--- src/sdta_pkg.sv ---
package sdta_pkg;

   localparam int TABLE_DEPTH_DEF = 1024;
   localparam int ID_BITS_DEF     = 16;

   localparam int VID_W  = 16;
   localparam int COMP_W = 32;
   localparam int NCOMP  = 6;
   localparam int CAP_W  = 11;

   localparam logic [CAP_W-1:0] CAP_RESET = 11'd1024;

   localparam logic CMD_APPEND = 1'b0;
   localparam logic CMD_APPLY  = 1'b1;

   localparam logic [COMP_W-1:0] COMP_MAX = 32'h7fff_ffff;
   localparam logic [COMP_W-1:0] COMP_MIN = 32'h8000_0000;

   typedef logic [NCOMP-1:0][COMP_W-1:0] comp_vec_type;

   typedef struct packed {
      logic               cmd;
      logic [VID_W-1:0]   vertex_id;
      comp_vec_type       comp;
   } item_type;

   // head of the queue between front and back
   typedef struct packed {
      logic     valid;
      item_type item;
   } qhead_type;

endpackage

--- src/sdta_if.sv ---
interface sdta_req_if;
   logic                  valid;
   logic                  ready;
   logic                  command;
   logic [15:0]           vertex_id;
   logic signed [31:0]    pos_x;
   logic signed [31:0]    pos_y;
   logic signed [31:0]    pos_z;
   logic signed [31:0]    norm_x;
   logic signed [31:0]    norm_y;
   logic signed [31:0]    norm_z;

   modport source (output valid, command, vertex_id, pos_x, pos_y, pos_z,
                   norm_x, norm_y, norm_z, input ready);
   modport sink   (input valid, command, vertex_id, pos_x, pos_y, pos_z,
                   norm_x, norm_y, norm_z, output ready);
endinterface


--- src/sdta_front.sv ---
module sdta_front (
   input  logic                 clock,
   input  logic                 reset,
   sdta_req_if.sink             req,
   output sdta_pkg::qhead_type  q_head,
   input  logic                 q_pop
);

   sdta_pkg::item_type entry_ff [2];
   logic       wr_ptr_ff, wr_ptr_in;
   logic       rd_ptr_ff, rd_ptr_in;
   logic [1:0] cnt_ff, cnt_in;
   logic       push;
   sdta_pkg::item_type push_item;

   assign req.ready = (cnt_ff != 2'd2);
   assign push      = req.valid && req.ready;

   always_comb begin
      push_item.cmd       = req.command;
      push_item.vertex_id = req.vertex_id;
      push_item.comp[0]   = req.pos_x;
      push_item.comp[1]   = req.pos_y;
      push_item.comp[2]   = req.pos_z;
      push_item.comp[3]   = req.norm_x;
      push_item.comp[4]   = req.norm_y;
      push_item.comp[5]   = req.norm_z;
   end

   always_comb begin
      wr_ptr_in = wr_ptr_ff;
      rd_ptr_in = rd_ptr_ff;
      cnt_in    = cnt_ff;
      if (push) begin
         wr_ptr_in = ~wr_ptr_ff;
      end
      if (q_pop) begin
         rd_ptr_in = ~rd_ptr_ff;
      end
      case ({push, q_pop})
         2'b10:   cnt_in = cnt_ff + 2'd1;
         2'b01:   cnt_in = cnt_ff - 2'd1;
         default: cnt_in = cnt_ff;
      endcase
   end

   always_ff @(posedge clock) begin
      if (reset) begin
         wr_ptr_ff <= 1'b0;
         rd_ptr_ff <= 1'b0;
         cnt_ff    <= 2'd0;
      end else begin
         wr_ptr_ff <= wr_ptr_in;
         rd_ptr_ff <= rd_ptr_in;
         cnt_ff    <= cnt_in;
      end
   end

   always_ff @(posedge clock) begin
      if (push) begin
         entry_ff[wr_ptr_ff] <= push_item;
      end
   end

   assign q_head.valid = (cnt_ff != 2'd0);
   assign q_head.item  = entry_ff[rd_ptr_ff];

endmodule

--- src/flat_wrapper.sv ---
// flat-port wrapper written by rule: the top's interface ports become plain ports
module sdta_front_flat 
  (clock, reset, q_head, q_pop, req_valid, req_command, req_vertex_id, req_pos_x, req_pos_y, req_pos_z, req_norm_x, req_norm_y, req_norm_z, req_ready);
  sdta_req_if req_i ();
  input  logic clock;
  input  logic reset;
  output sdta_pkg::qhead_type q_head;
  input  logic q_pop;
  input wire logic [$bits(req_i.valid)-1:0] req_valid;
  input wire logic [$bits(req_i.command)-1:0] req_command;
  input wire logic [$bits(req_i.vertex_id)-1:0] req_vertex_id;
  input wire logic [$bits(req_i.pos_x)-1:0] req_pos_x;
  input wire logic [$bits(req_i.pos_y)-1:0] req_pos_y;
  input wire logic [$bits(req_i.pos_z)-1:0] req_pos_z;
  input wire logic [$bits(req_i.norm_x)-1:0] req_norm_x;
  input wire logic [$bits(req_i.norm_y)-1:0] req_norm_y;
  input wire logic [$bits(req_i.norm_z)-1:0] req_norm_z;
  output wire logic [$bits(req_i.ready)-1:0] req_ready;
  assign req_i.valid = req_valid;
  assign req_i.command = req_command;
  assign req_i.vertex_id = req_vertex_id;
  assign req_i.pos_x = req_pos_x;
  assign req_i.pos_y = req_pos_y;
  assign req_i.pos_z = req_pos_z;
  assign req_i.norm_x = req_norm_x;
  assign req_i.norm_y = req_norm_y;
  assign req_i.norm_z = req_norm_z;
  assign req_ready = req_i.ready;
  sdta_front u_core (.clock(clock), .reset(reset), .req(req_i), .q_head(q_head), .q_pop(q_pop));
endmodule
--- config.mk ---
export PLATFORM = sky130hd
export DESIGN_NAME = sdta_front_flat
export DESIGN_NICKNAME = d
export VERILOG_FILES = /design/src/sdta_pkg.sv /design/src/sdta_if.sv /design/src/sdta_front.sv /design/src/flat_wrapper.sv
export SDC_FILE = /design/constraint.sdc
export NUM_CORES = 1
export LEC_CHECK = 0
export ABC_AREA = 1
export BUFFER_PORTS_ARGS = -buffer_cell sky130_fd_sc_hd__buf_4
export CAP_MARGIN = 20
export CORE_MARGIN = 3
export CORE_UTILIZATION = 56
export DETAILED_ROUTE_END_ITERATION = 16
export PLACE_DENSITY = 0.85
export SKIP_CTS_REPAIR_TIMING = 1
export SYNTH_ARGS = -nofsm -noshare
export SYNTH_HDL_FRONTEND = slang
export SYNTH_SLANG_ARGS = --single-unit
--- constraint.sdc ---
create_clock -name clock -period 20.5 [get_ports clock]
set_clock_uncertainty 0.1 [all_clocks]
set_input_delay 5.125 -clock clock [delete_from_list [all_inputs] [get_ports clock]]
set_output_delay 5.125 -clock clock [all_outputs]
set_load 0.03 [all_outputs]
## Word level (Yosys, flattened, before mapping)

Memories as Yosys holds them, arrays and structs flattened. A register that Yosys moved wholly into a read port is not among the register bits.
Index checks and enable logic that the tools add are counted.

| cells by class | value |
|---|---|
| $add $sub $neg | 2 |
| multiply operators | 0 |
| divide/modulo/power cells | 0 |
| order comparisons | 0 |
| equality and inequality tests | 3 |
| shifts and indexed selects | 0 |
| multiplexer cells | 5 |
| bitwise gates (word level) | 2 |
| reductions and logical operators | 3 |

Operator list:

| kind | count |
|---|---|
| 1-bit two-way mux | 4 |
| 2-bit case mux with 2 select lines | 1 |
| 2-bit nonzero test | 2 |
| 2-bit by 1-bit adder with 2-bit output, second input constant | 1 |
| 2-bit by 1-bit equality test with 1-bit output, second input constant | 1 |
| 2-bit equality test, second input constant | 1 |
| 2-bit inequality test, second input constant | 1 |
| 1-bit NOT | 2 |
| 2-bit by 1-bit subtractor with 2-bit output, second input constant | 1 |
| 1-bit logical AND | 1 |

| word-level totals | value |
|---|---|
| register bits after elaboration | 4 |
| latch bits | 0 |
| memory bits (writable) | 418 |
| bits in read-only memories | 0 |
| output and inout port bits | 211 |
| logic and storage cells | 19 |
| memories kept | 1 |

Memories:

| memory | depth | width | read ports | clocked after memory_dff | wr ports | line | text |
|---|---|---|---|---|---|---|---|
| u_core.entry_ff | 2 | 209 | 1 | 1 | 1 | sdta_front.sv:9 | `sdta_pkg::item_type entry_ff [2];` |

## Depth between registers and ports, before layout

Gate-level depths: netlist (run 1).

| logic depth | value |
|---|---|
| depth in word-level cells | 4 |
| depth in mapped cells | 9 |
| gate-level depth less buffers | 9 |

## Worst setup path after synthesis (run 1)

OpenSTA, ideal clock, no wires.

| timing path | value |
|---|---|
| path type | input to register |
| from | input port req_valid |
| to | memory u_core.entry_ff[0][0] (netlist name) (enable) |
| library setup time | 0.783 ns |
| arrival | 13.896 ns |
| required time | 19.617 ns |
| path slack | 5.721 ns |
| stages on the path | 2 |
| cell sequence | nand2_1 > nor2_1 |

| on the way | value |
|---|---|
| word-level cells in the longest chain between the ends | 3 |

Ends and longest elaborated chain:

| element | line | text |
|---|---|---|
| start, declared | flat_wrapper.sv:9 | `input wire logic [$bits(req_i.valid)-1:0] req_valid;` |
| 1-bit logical AND | sdta_front.sv:17 | `assign push = req.valid && req.ready;` |
| 1-bit two-way mux | sdta_front.sv:60 | `if (push) begin` |
| 1-bit two-way mux (not written as such) | sdta_front.sv:61 | `entry_ff[wr_ptr_ff] <= push_item;` |
| end, declared | sdta_front.sv:9 |  |

Every way passes these cells.

==> results of run 1 <==
==> state kept, by name, summed over array words and instances, names as in the netlist, named ones only <==
name	count
u_core.cnt_ff	2
u_core.entry_ff	418
u_core.rd_ptr_ff	1
u_core.wr_ptr_ff	1
==> critical path, delay by kind of cell (launching register included) <==
kind / cells / cell delay, ps
buffers and inverters: 3 / 1770
flip-flops: 1 / 630
multiplexers: 1 / 370
==> per-layer routing <==
layer | share of wire | track usage
met1 | 0.36 | 0.264
met2 | 0.51 | 0.376
met3 | 0.10 | 0.0808
met4 | 0.031 | 0.0757
met5 | 0 | 0
==> worst max path at each step <==
stage                         start               endpoint  slack, ps
after CTS                      flop            q_head[167]      11880
after detailed placement       flop            q_head[111]      12450
after global routing           flop            q_head[111]      11740
final                          flop            q_head[167]      11910
after floorplan           req_valid  u_core.entry_ff[0][0]       5720
after global placement         flop            q_head[159]      12510
==> synth_stat cells <==
cell,number,area [sq um]
buf_8,10,150
buf_4,1,7.51
a21oi_1,2,10.0
nor2_1,9,33.8
xnor2_1,1,8.76
or2_2,1,6.26
nand2_1,6,22.5
buf_6,2,22.5
buf_2,10,50.1
dfxtp_1,5,100
ha_1,1,12.5
o21ai_0,2,10.0
edfxtp_1,418,12600
mux2_4,100,1500
inv_1,5,18.8
nand4_1,1,6.26
mux2_2,109,1230
==> where the power goes <==
part	internal (mW)	switching, mW
Sequential	1.03	0.0215
Combinational	0.160	0.217
Clock	0.418	0.299
==> metrics by stage <==
step	hold WS, ps	power, mW	instances	setup slack, ps	util
6_report	423	2.14	1540	11910	0.755
2_1_floorplan	363	1.32	683	5720	-
3_5_place_dp	411	1.44	1464	12450	0.706
3_3_place_gp	380	1.43	1464	12510	0.706
5_1_grt	455	2.22	1540	11740	0.755
4_1_cts	427	2.16	1536	11880	0.753
==> cells by family after synthesis <==
| kind of cell | Yosys count |
|---|---|
| compound gates | 4 |
| xor+xnor | 1 |
| fa+ha+maj | 1 |
| buf+inv | 28 |
| flops | 423 |
| mux | 209 |
| simple gates | 17 |
==> final cells by class <==
| type | instances | share of cell area |
|---|---|---|
| Timing Repair Buffer | 434 | 0.160 |
| Tap cell | 372 | 0.0226 |
| Clock buffer | 45 | 0.0506 |
| Clock inverter | 27 | 0.0120 |
| Sequential cell | 423 | 0.615 |
| Antenna cell | 2 | 0.000243 |
| Inverter | 5 | 0.000912 |
| Multi-Input combinational cell | 232 | 0.139 |
==> flow_metrics.py, run 1 <==
metrics = {
    "run_status": {
        "outcome": "complete, no violations",
    },
    "synthesis": {
        "synth_top_family_by_area": "multiplexers",
        "yosysWarnings": 0,
        "synthSimpleGateAreaFrac": 0.00437,
        "synthCells": 683,
        "synth_cell_types": 17,
        "synth.area.mux_share": 0.173,
        "syn_nets": 897,
        "synth_seq_cells": 423,
        "yosys.area_share.adder": 0.000795,
        "synth-xor-area-share": 0.000556,
        "syn_area_per_cell_sq_um": 23.0,
        "syn-cell-area_sq_um": 15700,
        "synth_compound_area_frac": 0.00127,
        "ys_seq_area_frac": 0.804,
    },
    "final_layout": {
        "layout-drive-gt1-share": 0.605,
        "multi_input_area_sq_um": 2850,
        "final_area_sq_um": 20600,
        "fillers": 1497,
        "final_nets": 1350,
        "syn2layout_area_growth_pct": 30.8,
        "final_common_cell": "buf_4",
        "final_cell_mix": "buf_4 (432), edfxtp_1 (418), mux2_2 (109)",
        "seq_area_sq_um": 12700,
    },
    "sta": {
        "fmaxAchievable_ghz": 0.116,
        "hold_violations": 0,
        "max-slew-margin-rel": 0.284,
        "tightest_slew_ps": 1070,
        "fin_crit_sh": 0.419,
        "period_needed_ps": 8590,
        "setup_viol": 0,
        "grt_setup_unrepaired": "no",
        "finalSetupTns_ps": 0,
        "slew_viol_final": 0,
    },
    "clock_network": {
        "worstSkewPairLatency_ps": 500,
        "htreeDepth": 2,
        "cts_buffer_depth": 3,
        "cts_root_buf": "clkbuf_16",
        "clkSinkCount": 423,
        "cts_tree": "built",
        "numCtsBuffers": 40,
        "path_clk_slew_ps": 60,
    },
    "setup_path": {
        "cpMostUsedCell": "buf_4",
        "slowest_delay_ps": 900,
        "worst-r2r-cell-count": 6,
        "cp_cell_sequence": "buf_4 > buf_4 > mux2_4 > buf_4",
        "critical_path_class": "flop to output pin",
        "cp-end-kind": "output pin",
        "cp_slowest_cell": "buf_4",
        "reg2reg_from": "u_core.cnt_ff[0]",
        "crit_arrival_ps": 3370,
        "start_kind": "flop",
        "crit_fanout": 60,
        "timing.rr.end": "u_core.entry_ff[0][111]",
        "critPathRequiredTime_ps": 15270,
        "reg2reg_slack_ps": 17550,
    },
    "routing": {
        "drc": 0,
        "final_antenna_net_count": 0,
        "wire_per_inst_um": 22.7,
        "vias": 8091,
        "dr.pass1.iters": 5,
        "viasPerCell": 5.25,
        "wl_um": 34900,
        "drtIter0Drc": 745,
    },
    "power_and_ir_drop": {
        "power_leakage_nw": 7.90,
        "peakVddDrop_mv": 0.0876,
        "power_density_nw_per_um2": 104,
    },
    "min_path": {
        "min_from": "u_core.cnt_ff[0]",
        "holdPathStages": 1,
        "hold_class": "flop to flop",
        "hold_end": "u_core.cnt_ff[0]",
    },
    "floorplan": {
        "die_h_um": 174,
        "initial_utilization": 0.578,
        "dieArea_sq_um": 30200,
        "fp.dieW_um": 174,
        "core-area_sq_um": 27300,
        "ios": 424,
        "row_count": 60,
    },
    "place": {
        "placed_area_sq_um": 19200,
        "numPortBuffers": 423,
        "dp_hpwl_um": 23600,
        "routabilityCongestion": 0.804,
    },
    "global_route": {
        "grt_max_degree": 85,
        "grt.overflow.total": 0,
        "antenna_found_initial": 2,
        "track_usage": 0.222,
        "grt_pass1_vias": 8580,
        "grt_first_pass_wirelength_um": 50900,
    },
    "flow_run": {
        "drv_cap": 0,
    },
}
Power figures use the tool's default switching activity.
==> inputs of run 2 (changes only) <==
CORE_UTILIZATION = 52   (was 56)
PLACE_DENSITY = 0.8   (was 0.85)
clock period = 9 ns   (was 20.5 ns; I/O delays follow)
==> run 2 against run 1 <==
Effect of this change: highest routed layer unchanged; via count is 1.1% lower; sequential cell count stayed put; worst hold slack worse by 7.2 ps; design area hardly changed; setup slack worse by 8200 ps; first-iteration DRC count is 38% lower; clock power is 130% higher; largest power group unchanged; combinational power is 120% higher; largest cell class unchanged; count of clock-buffer cells in the layout is 10 higher; register-to-register slack worse by 11000 ps; critical path type unchanged; sequential share of layout area hardly changed.
==> flow_metrics.py, run 2 (synthesized netlist as in run 1, its figures left out) <==
metrics = {
    "power_and_ir_drop": {
        "internal_power_mw": 3.65,
        "power_mw": 4.87,
        "peakVddDrop_mv": 0.188,
        "p_sw_mw": 1.22,
        "power_density_nw_per_um2": 237,
        "clkPwrFrac": 0.334,
        "power_leakage_nw": 7.88,
        "p_seq_frac": 0.492,
        "p_sw_frac": 0.251,
        "p_comb_frac": 0.174,
    },
    "sta": {
        "setup_ws_ps": 3700,
        "slew_viol_final": 0,
        "hold_violations": 0,
        "finalSetupTns_ps": 0,
        "setup_viol": 0,
        "tightest_slew_ps": 1050,
        "max-slew-margin-rel": 0.300,
        "grt_setup_unrepaired": "no",
        "fmaxAchievable_ghz": 0.189,
        "period_needed_ps": 5300,
        "fin_crit_sh": 0.589,
    },
    "setup_path": {
        "cp-end-kind": "output pin",
        "critical_path_class": "flop to output pin",
        "critPathRequiredTime_ps": 6650,
        "crit_arrival_ps": 2950,
        "start_kind": "flop",
        "crit_fanout": 147,
    },
    "routing": {
        "wire_per_inst_um": 21.4,
        "final_antenna_net_count": 0,
        "wl_um": 33400,
        "viasPerCell": 5.14,
        "drtIter0Drc": 460,
        "dr.pass1.iters": 4,
        "vias": 8001,
        "drc": 0,
    },
    "floorplan": {
        "row_count": 63,
        "core-area_sq_um": 29700,
        "ios": 424,
        "die_h_um": 180,
        "initial_utilization": 0.530,
        "dieArea_sq_um": 32400,
        "fp.dieW_um": 180,
    },
    "clock_network": {
        "cts_root_buf": "clkbuf_16",
        "clkSinkCount": 423,
        "htreeDepth": 2,
        "cts_buffer_depth": 3,
        "worstSkewPairLatency_ps": 520,
        "cts_tree": "built",
        "path_clk_slew_ps": 60,
        "numCtsBuffers": 43,
    },
    "final_layout": {
        "top_regs": "u_core.entry_ff: 418 flops, u_core.cnt_ff: 2 flops",
        "final_cell_mix": "buf_4 (425), edfxtp_1 (418), mux2_2 (109)",
        "final_common_cell": "buf_4",
        "n_antenna_cell": 0,
        "largest_register": "u_core.entry_ff",
        "layout-drive-gt1-share": 0.600,
        "final_nets": 1347,
        "syn2layout_area_growth_pct": 30.7,
        "largest_register_ffs": 418,
    },
    "flow_run": {
        "drv_cap": 0,
    },
    "global_route": {
        "grt_max_degree": 156,
        "grt.overflow.total": 0,
        "antenna_found_initial": 0,
        "grt_pass1_vias": 8510,
        "track_usage": 0.198,
        "grt_first_pass_wirelength_um": 49100,
    },
    "place": {
        "dp_hpwl_um": 22500,
        "dp_slack_ps": 4220,
        "numPortBuffers": 423,
        "routabilityCongestion": 0.814,
    },
    "run_status": {
        "outcome": "complete, no violations",
    },
    "min_path": {
        "hold_class": "flop to flop",
    },
}
==> run 2: changes by cell type in the layout (fill, tap and decap cells not counted) <==
cell        previous run  this run
buf_4                432       425
clkinv_2               5        10
buf_12                 0         3
clkbuf_1               4        10
diode_2                2         0
bufinv_16              4         1
clkbuf_16             41        45
buf_16                 2         0
clkinv_4               2         0
clkinvlp_4             4         2
inv_6                  2         1
==> run 2: final timing paths <==
check	startpoint	to	slack, ps	cells after the start
max	flop	q_head[87]	3700	3
max reg2reg	u_core.cnt_ff[0]	u_core.entry_ff[0][113]	6790	5
min reg2reg	u_core.cnt_ff[0]	u_core.cnt_ff[0]	420	1
min	u_core.cnt_ff[0]	u_core.cnt_ff[0]	420	1
==> run 2: routing by layer <==
layer | share of wire | vias to the layer above | wire, um | global-route usage
li1 | - | 3617 | - | -
met5 | 0 | - | 0 | 0
met3 | 0.099 | 66 | 3310 | 0.0749
met4 | 0.033 | 0 | 1090 | 0.0733
met1 | 0.34 | 3951 | 11500 | 0.216
met2 | 0.52 | 367 | 17500 | 0.352
==> run 2: power groups by stage <==
stage,sequential (mW),combinational [mW],clock (mW)
2_1_floorplan,2.46,0.544,0
3_3_place_gp,2.43,0.841,0
3_5_place_dp,2.44,0.851,0
4_1_cts,2.40,0.855,1.67
5_1_grt,2.40,0.888,1.75
6_report,2.39,0.846,1.63
==> run 2: final cells by class <==
class                           instances  area, sq um
Multi-Input combinational cell        232         2850
Clock inverter                         24          141
Fill cell                            1815         9150
Timing Repair Buffer                  428         3250
Inverter                                5         18.8
Clock buffer                           55         1160
Tap cell                              390          488
Sequential cell                       423        12700
==> run 2: through the flow <==
stage / hold WS (ps) / area, sq um / std cells / util
after global routing: 449 / 20600 / 1557 / 0.692
after detailed placement: 404 / 19300 / 1478 / 0.648
after global placement: 377 / 19300 / 1478 / 0.648
after floorplan: 363 / 15700 / 683 / -
final: 416 / 20600 / 1557 / 0.692
after CTS: 425 / 20600 / 1557 / 0.692
==> run 2: worst max-delay path, cell delays in order, from the launching register on <==
cell and delay (ps):
dfxtp_4 900, buf_12 770, mux2_2 420, buf_4 170
==> inputs of run 3 (changes only) <==
ABC_AREA = 0   (was 1)
CORE_UTILIZATION = 47   (was 52)
PLACE_DENSITY = 0.76   (was 0.8)
clock period = 4.6 ns   (was 9 ns; I/O delays follow)
==> run 3 against run 2 <==
Effect of this change: synthesized cell count is 1.5% lower; critical path depth stayed put; cell count is 3.3% higher; via count is 0.69% lower; design area is 0.90% higher; register-to-register slack worse by 4900 ps; worst hold slack worse by 19 ps; first-iteration DRC count is 14% lower; sequential power is 98% higher; count of clock-buffer cells in the layout is 2 higher; total power is 100% higher; critical endpoint is now q_head[75].
==> flow_metrics.py, run 3 <==
metrics = {
    "power_and_ir_drop": {
        "power_mw": 9.92,
        "internal_power_mw": 7.39,
        "p_seq_frac": 0.477,
        "p_comb_frac": 0.188,
        "power_leakage_nw": 7.92,
        "peakVddDrop_mv": 0.356,
        "p_sw_frac": 0.255,
        "clkPwrFrac": 0.335,
        "power_density_nw_per_um2": 478,
        "p_sw_mw": 2.53,
    },
    "floorplan": {
        "core-area_sq_um": 32800,
        "dieArea_sq_um": 35700,
        "ios": 424,
        "initial_utilization": 0.480,
        "row_count": 66,
        "fp.dieW_um": 189,
        "die_h_um": 189,
    },
    "synthesis": {
        "syn_nets": 887,
        "synth.top_cell.area_share": 0.798,
        "synth_seq_cells": 423,
        "synth_edf_count": 418,
        "synth.most_common_cell": "edfxtp_1",
        "synth_ff_type": "edfxtp_1",
        "ys_seq_area_frac": 0.805,
        "synth_cell_types": 22,
        "synth.area.top_cells": "edfxtp_1 (80%), mux2_4 (9.5%), mux2_2 (7.8%)",
        "yosys-top-cells-count": "edfxtp_1 (418), mux2_2 (109), mux2_4 (100)",
        "yosysTopAreaCell": "edfxtp_1",
        "synthCells": 673,
        "yosysWarnings": 0,
        "async_flop_share": 0,
        "syn-cell-area_sq_um": 15700,
        "syn_area_per_cell_sq_um": 23.4,
    },
    "setup_path": {
        "critical_path_class": "flop to output pin",
        "cp_cell_sequence": "buf_12 > mux2_2 > buf_4",
        "cp_slowest_cell": "dfxtp_4",
        "reg2reg_slack_ps": 1860,
        "critPathRequiredTime_ps": 3350,
        "worst-r2r-cell-count": 5,
        "timing.rr.end": "u_core.entry_ff[0][155]",
        "cp-end-kind": "output pin",
        "slowest_delay_ps": 560,
        "reg2reg_from": "u_core.cnt_ff[0]",
        "crit_fanout": 73,
        "crit_buf_inv": 2,
        "crit_arrival_ps": 2180,
        "critPathTopFamily": "flip-flops",
        "start_kind": "flop",
    },
    "global_route": {
        "grt.busiest_layer": "met2",
        "antenna_found_initial": 1,
        "track_usage": 0.179,
        "grt_first_pass_wirelength_um": 49000,
        "grt_pass1_vias": 8398,
        "use_met3": 0.0707,
        "grt.overflow.total": 0,
        "grt_max_degree": 113,
        "grtUsageMet2": 0.309,
        "use_met1": 0.207,
    },
    "sta": {
        "setup_ws_ps": 1170,
        "setup_viol": 0,
        "tightest_slew_ps": 1040,
        "max-slew-margin-rel": 0.306,
        "whs_ps": 397,
        "period_needed_ps": 3430,
        "fin_crit_sh": 0.747,
        "fmaxAchievable_ghz": 0.291,
        "slew_viol_final": 0,
        "hold_violations": 0,
        "grt_setup_unrepaired": "no",
    },
    "flow_run": {
        "drv_cap": 0,
    },
    "run_status": {
        "outcome": "complete, no violations",
    },
    "routing": {
        "wl_um": 33000,
        "drtIter0Drc": 394,
        "wire_per_inst_um": 20.5,
        "dr.pass1.iters": 4,
        "vias": 7946,
        "viasPerCell": 4.94,
        "drc": 0,
        "final_antenna_net_count": 0,
    },
    "clock_network": {
        "cts_buffer_depth": 3,
        "cts_tree": "built",
        "htreeDepth": 2,
        "path_clk_slew_ps": 60,
        "clkSinkCount": 423,
        "cts_root_buf": "clkbuf_16",
        "numCtsBuffers": 44,
        "worstSkewPairLatency_ps": 530,
    },
    "place": {
        "routabilityCongestion": 0.728,
        "placed_area_sq_um": 19400,
        "dp_hpwl_um": 22800,
        "numPortBuffers": 423,
        "dp_slack_ps": 1340,
        "place_inst": 1527,
    },
    "final_layout": {
        "final_nets": 1345,
        "syn2layout_area_growth_pct": 32.0,
        "largest_register_ffs": 418,
        "final_cells": 1608,
        "final_area_sq_um": 20800,
        "final_cell_mix": "buf_4 (430), edfxtp_1 (418), mux2_2 (109)",
        "top_regs": "u_core.entry_ff: 418 flops, u_core.cnt_ff: 2 flops",
        "final_common_cell": "buf_4",
        "fillers": 2254,
        "layout-drive-gt1-share": 0.607,
        "seq_area_sq_um": 12700,
        "multi_input_area_sq_um": 2850,
        "largest_register": "u_core.entry_ff",
    },
    "min_path": {
        "hold_class": "flop to flop",
        "holdPathStages": 2,
        "hold_end": "u_core.cnt_ff[1]",
        "min_from": "u_core.cnt_ff[1]",
    },
}
[run 3: kinds of logic after synthesis]
group / Yosys count / share of synthesized area
AOI/OAI and AO/OA: 4 / 0.00159
DFF: 423 / 0.805
and+or+nand+nor: 9 / 0.00302
muxes: 209 / 0.174
buffers and inverters: 24 / 0.0149
adders and majority gates: 1 / 0.000795
xor gates and xnor gates: 3 / 0.00167
[run 3: worst max-delay path by stage]
stage | start | endpoint | slack [ps] | cells past startpoint
4_1_cts | flop | q_head[60] | 1100 | 3
2_1_floorplan | req_valid | u_core.entry_ff[0][0] | -300 | 2
3_3_place_gp | req_valid | u_core.entry_ff[0][135] | 1400 | 5
5_1_grt | flop | q_head[71] | 1070 | 3
6_report | flop | q_head[75] | 1170 | 3
3_5_place_dp | req_valid | u_core.entry_ff[0][135] | 1340 | 5
[run 3: tightest hold or removal path, cell delays in order (launching register included)]
cell and delay [ps]:
dfxtp_1 320, o21ai_0 70, a21oi_1 60
[run 3: layout make-up]
type                    count  share of cell area
repair buffers            435               0.160
inverters                   1            0.000362
multi-input cells         226               0.137
diodes                      1            0.000121
flip-flops and latches    423               0.610
clock buffers              57              0.0564
well taps                 442              0.0266
clock inverters            23             0.00934
[run 3: power by group through the flow]
stage          Clock, mW  Combinational, mW  Sequential [mW]
3_5_place_dp           0               1.89             4.81
2_1_floorplan          0               1.18             4.81
6_report            3.33               1.86             4.73
3_3_place_gp           0               1.87             4.79
5_1_grt             3.57               1.96             4.76
4_1_cts             3.41               1.89             4.73
[run 3: through the flow]
stage          setup TNS, ps   util
2_1_floorplan         -62820      -
3_3_place_gp               0  0.591
3_5_place_dp               0  0.591
4_1_cts                    0  0.633
5_1_grt                    0  0.633
6_report                   0  0.633
[run 3: layer usage]
metal | part of all wire | routed length, um
met1 | 0.37 | 12100
met2 | 0.51 | 16700
met3 | 0.10 | 3430
met4 | 0.025 | 812
met5 | 0 | 0
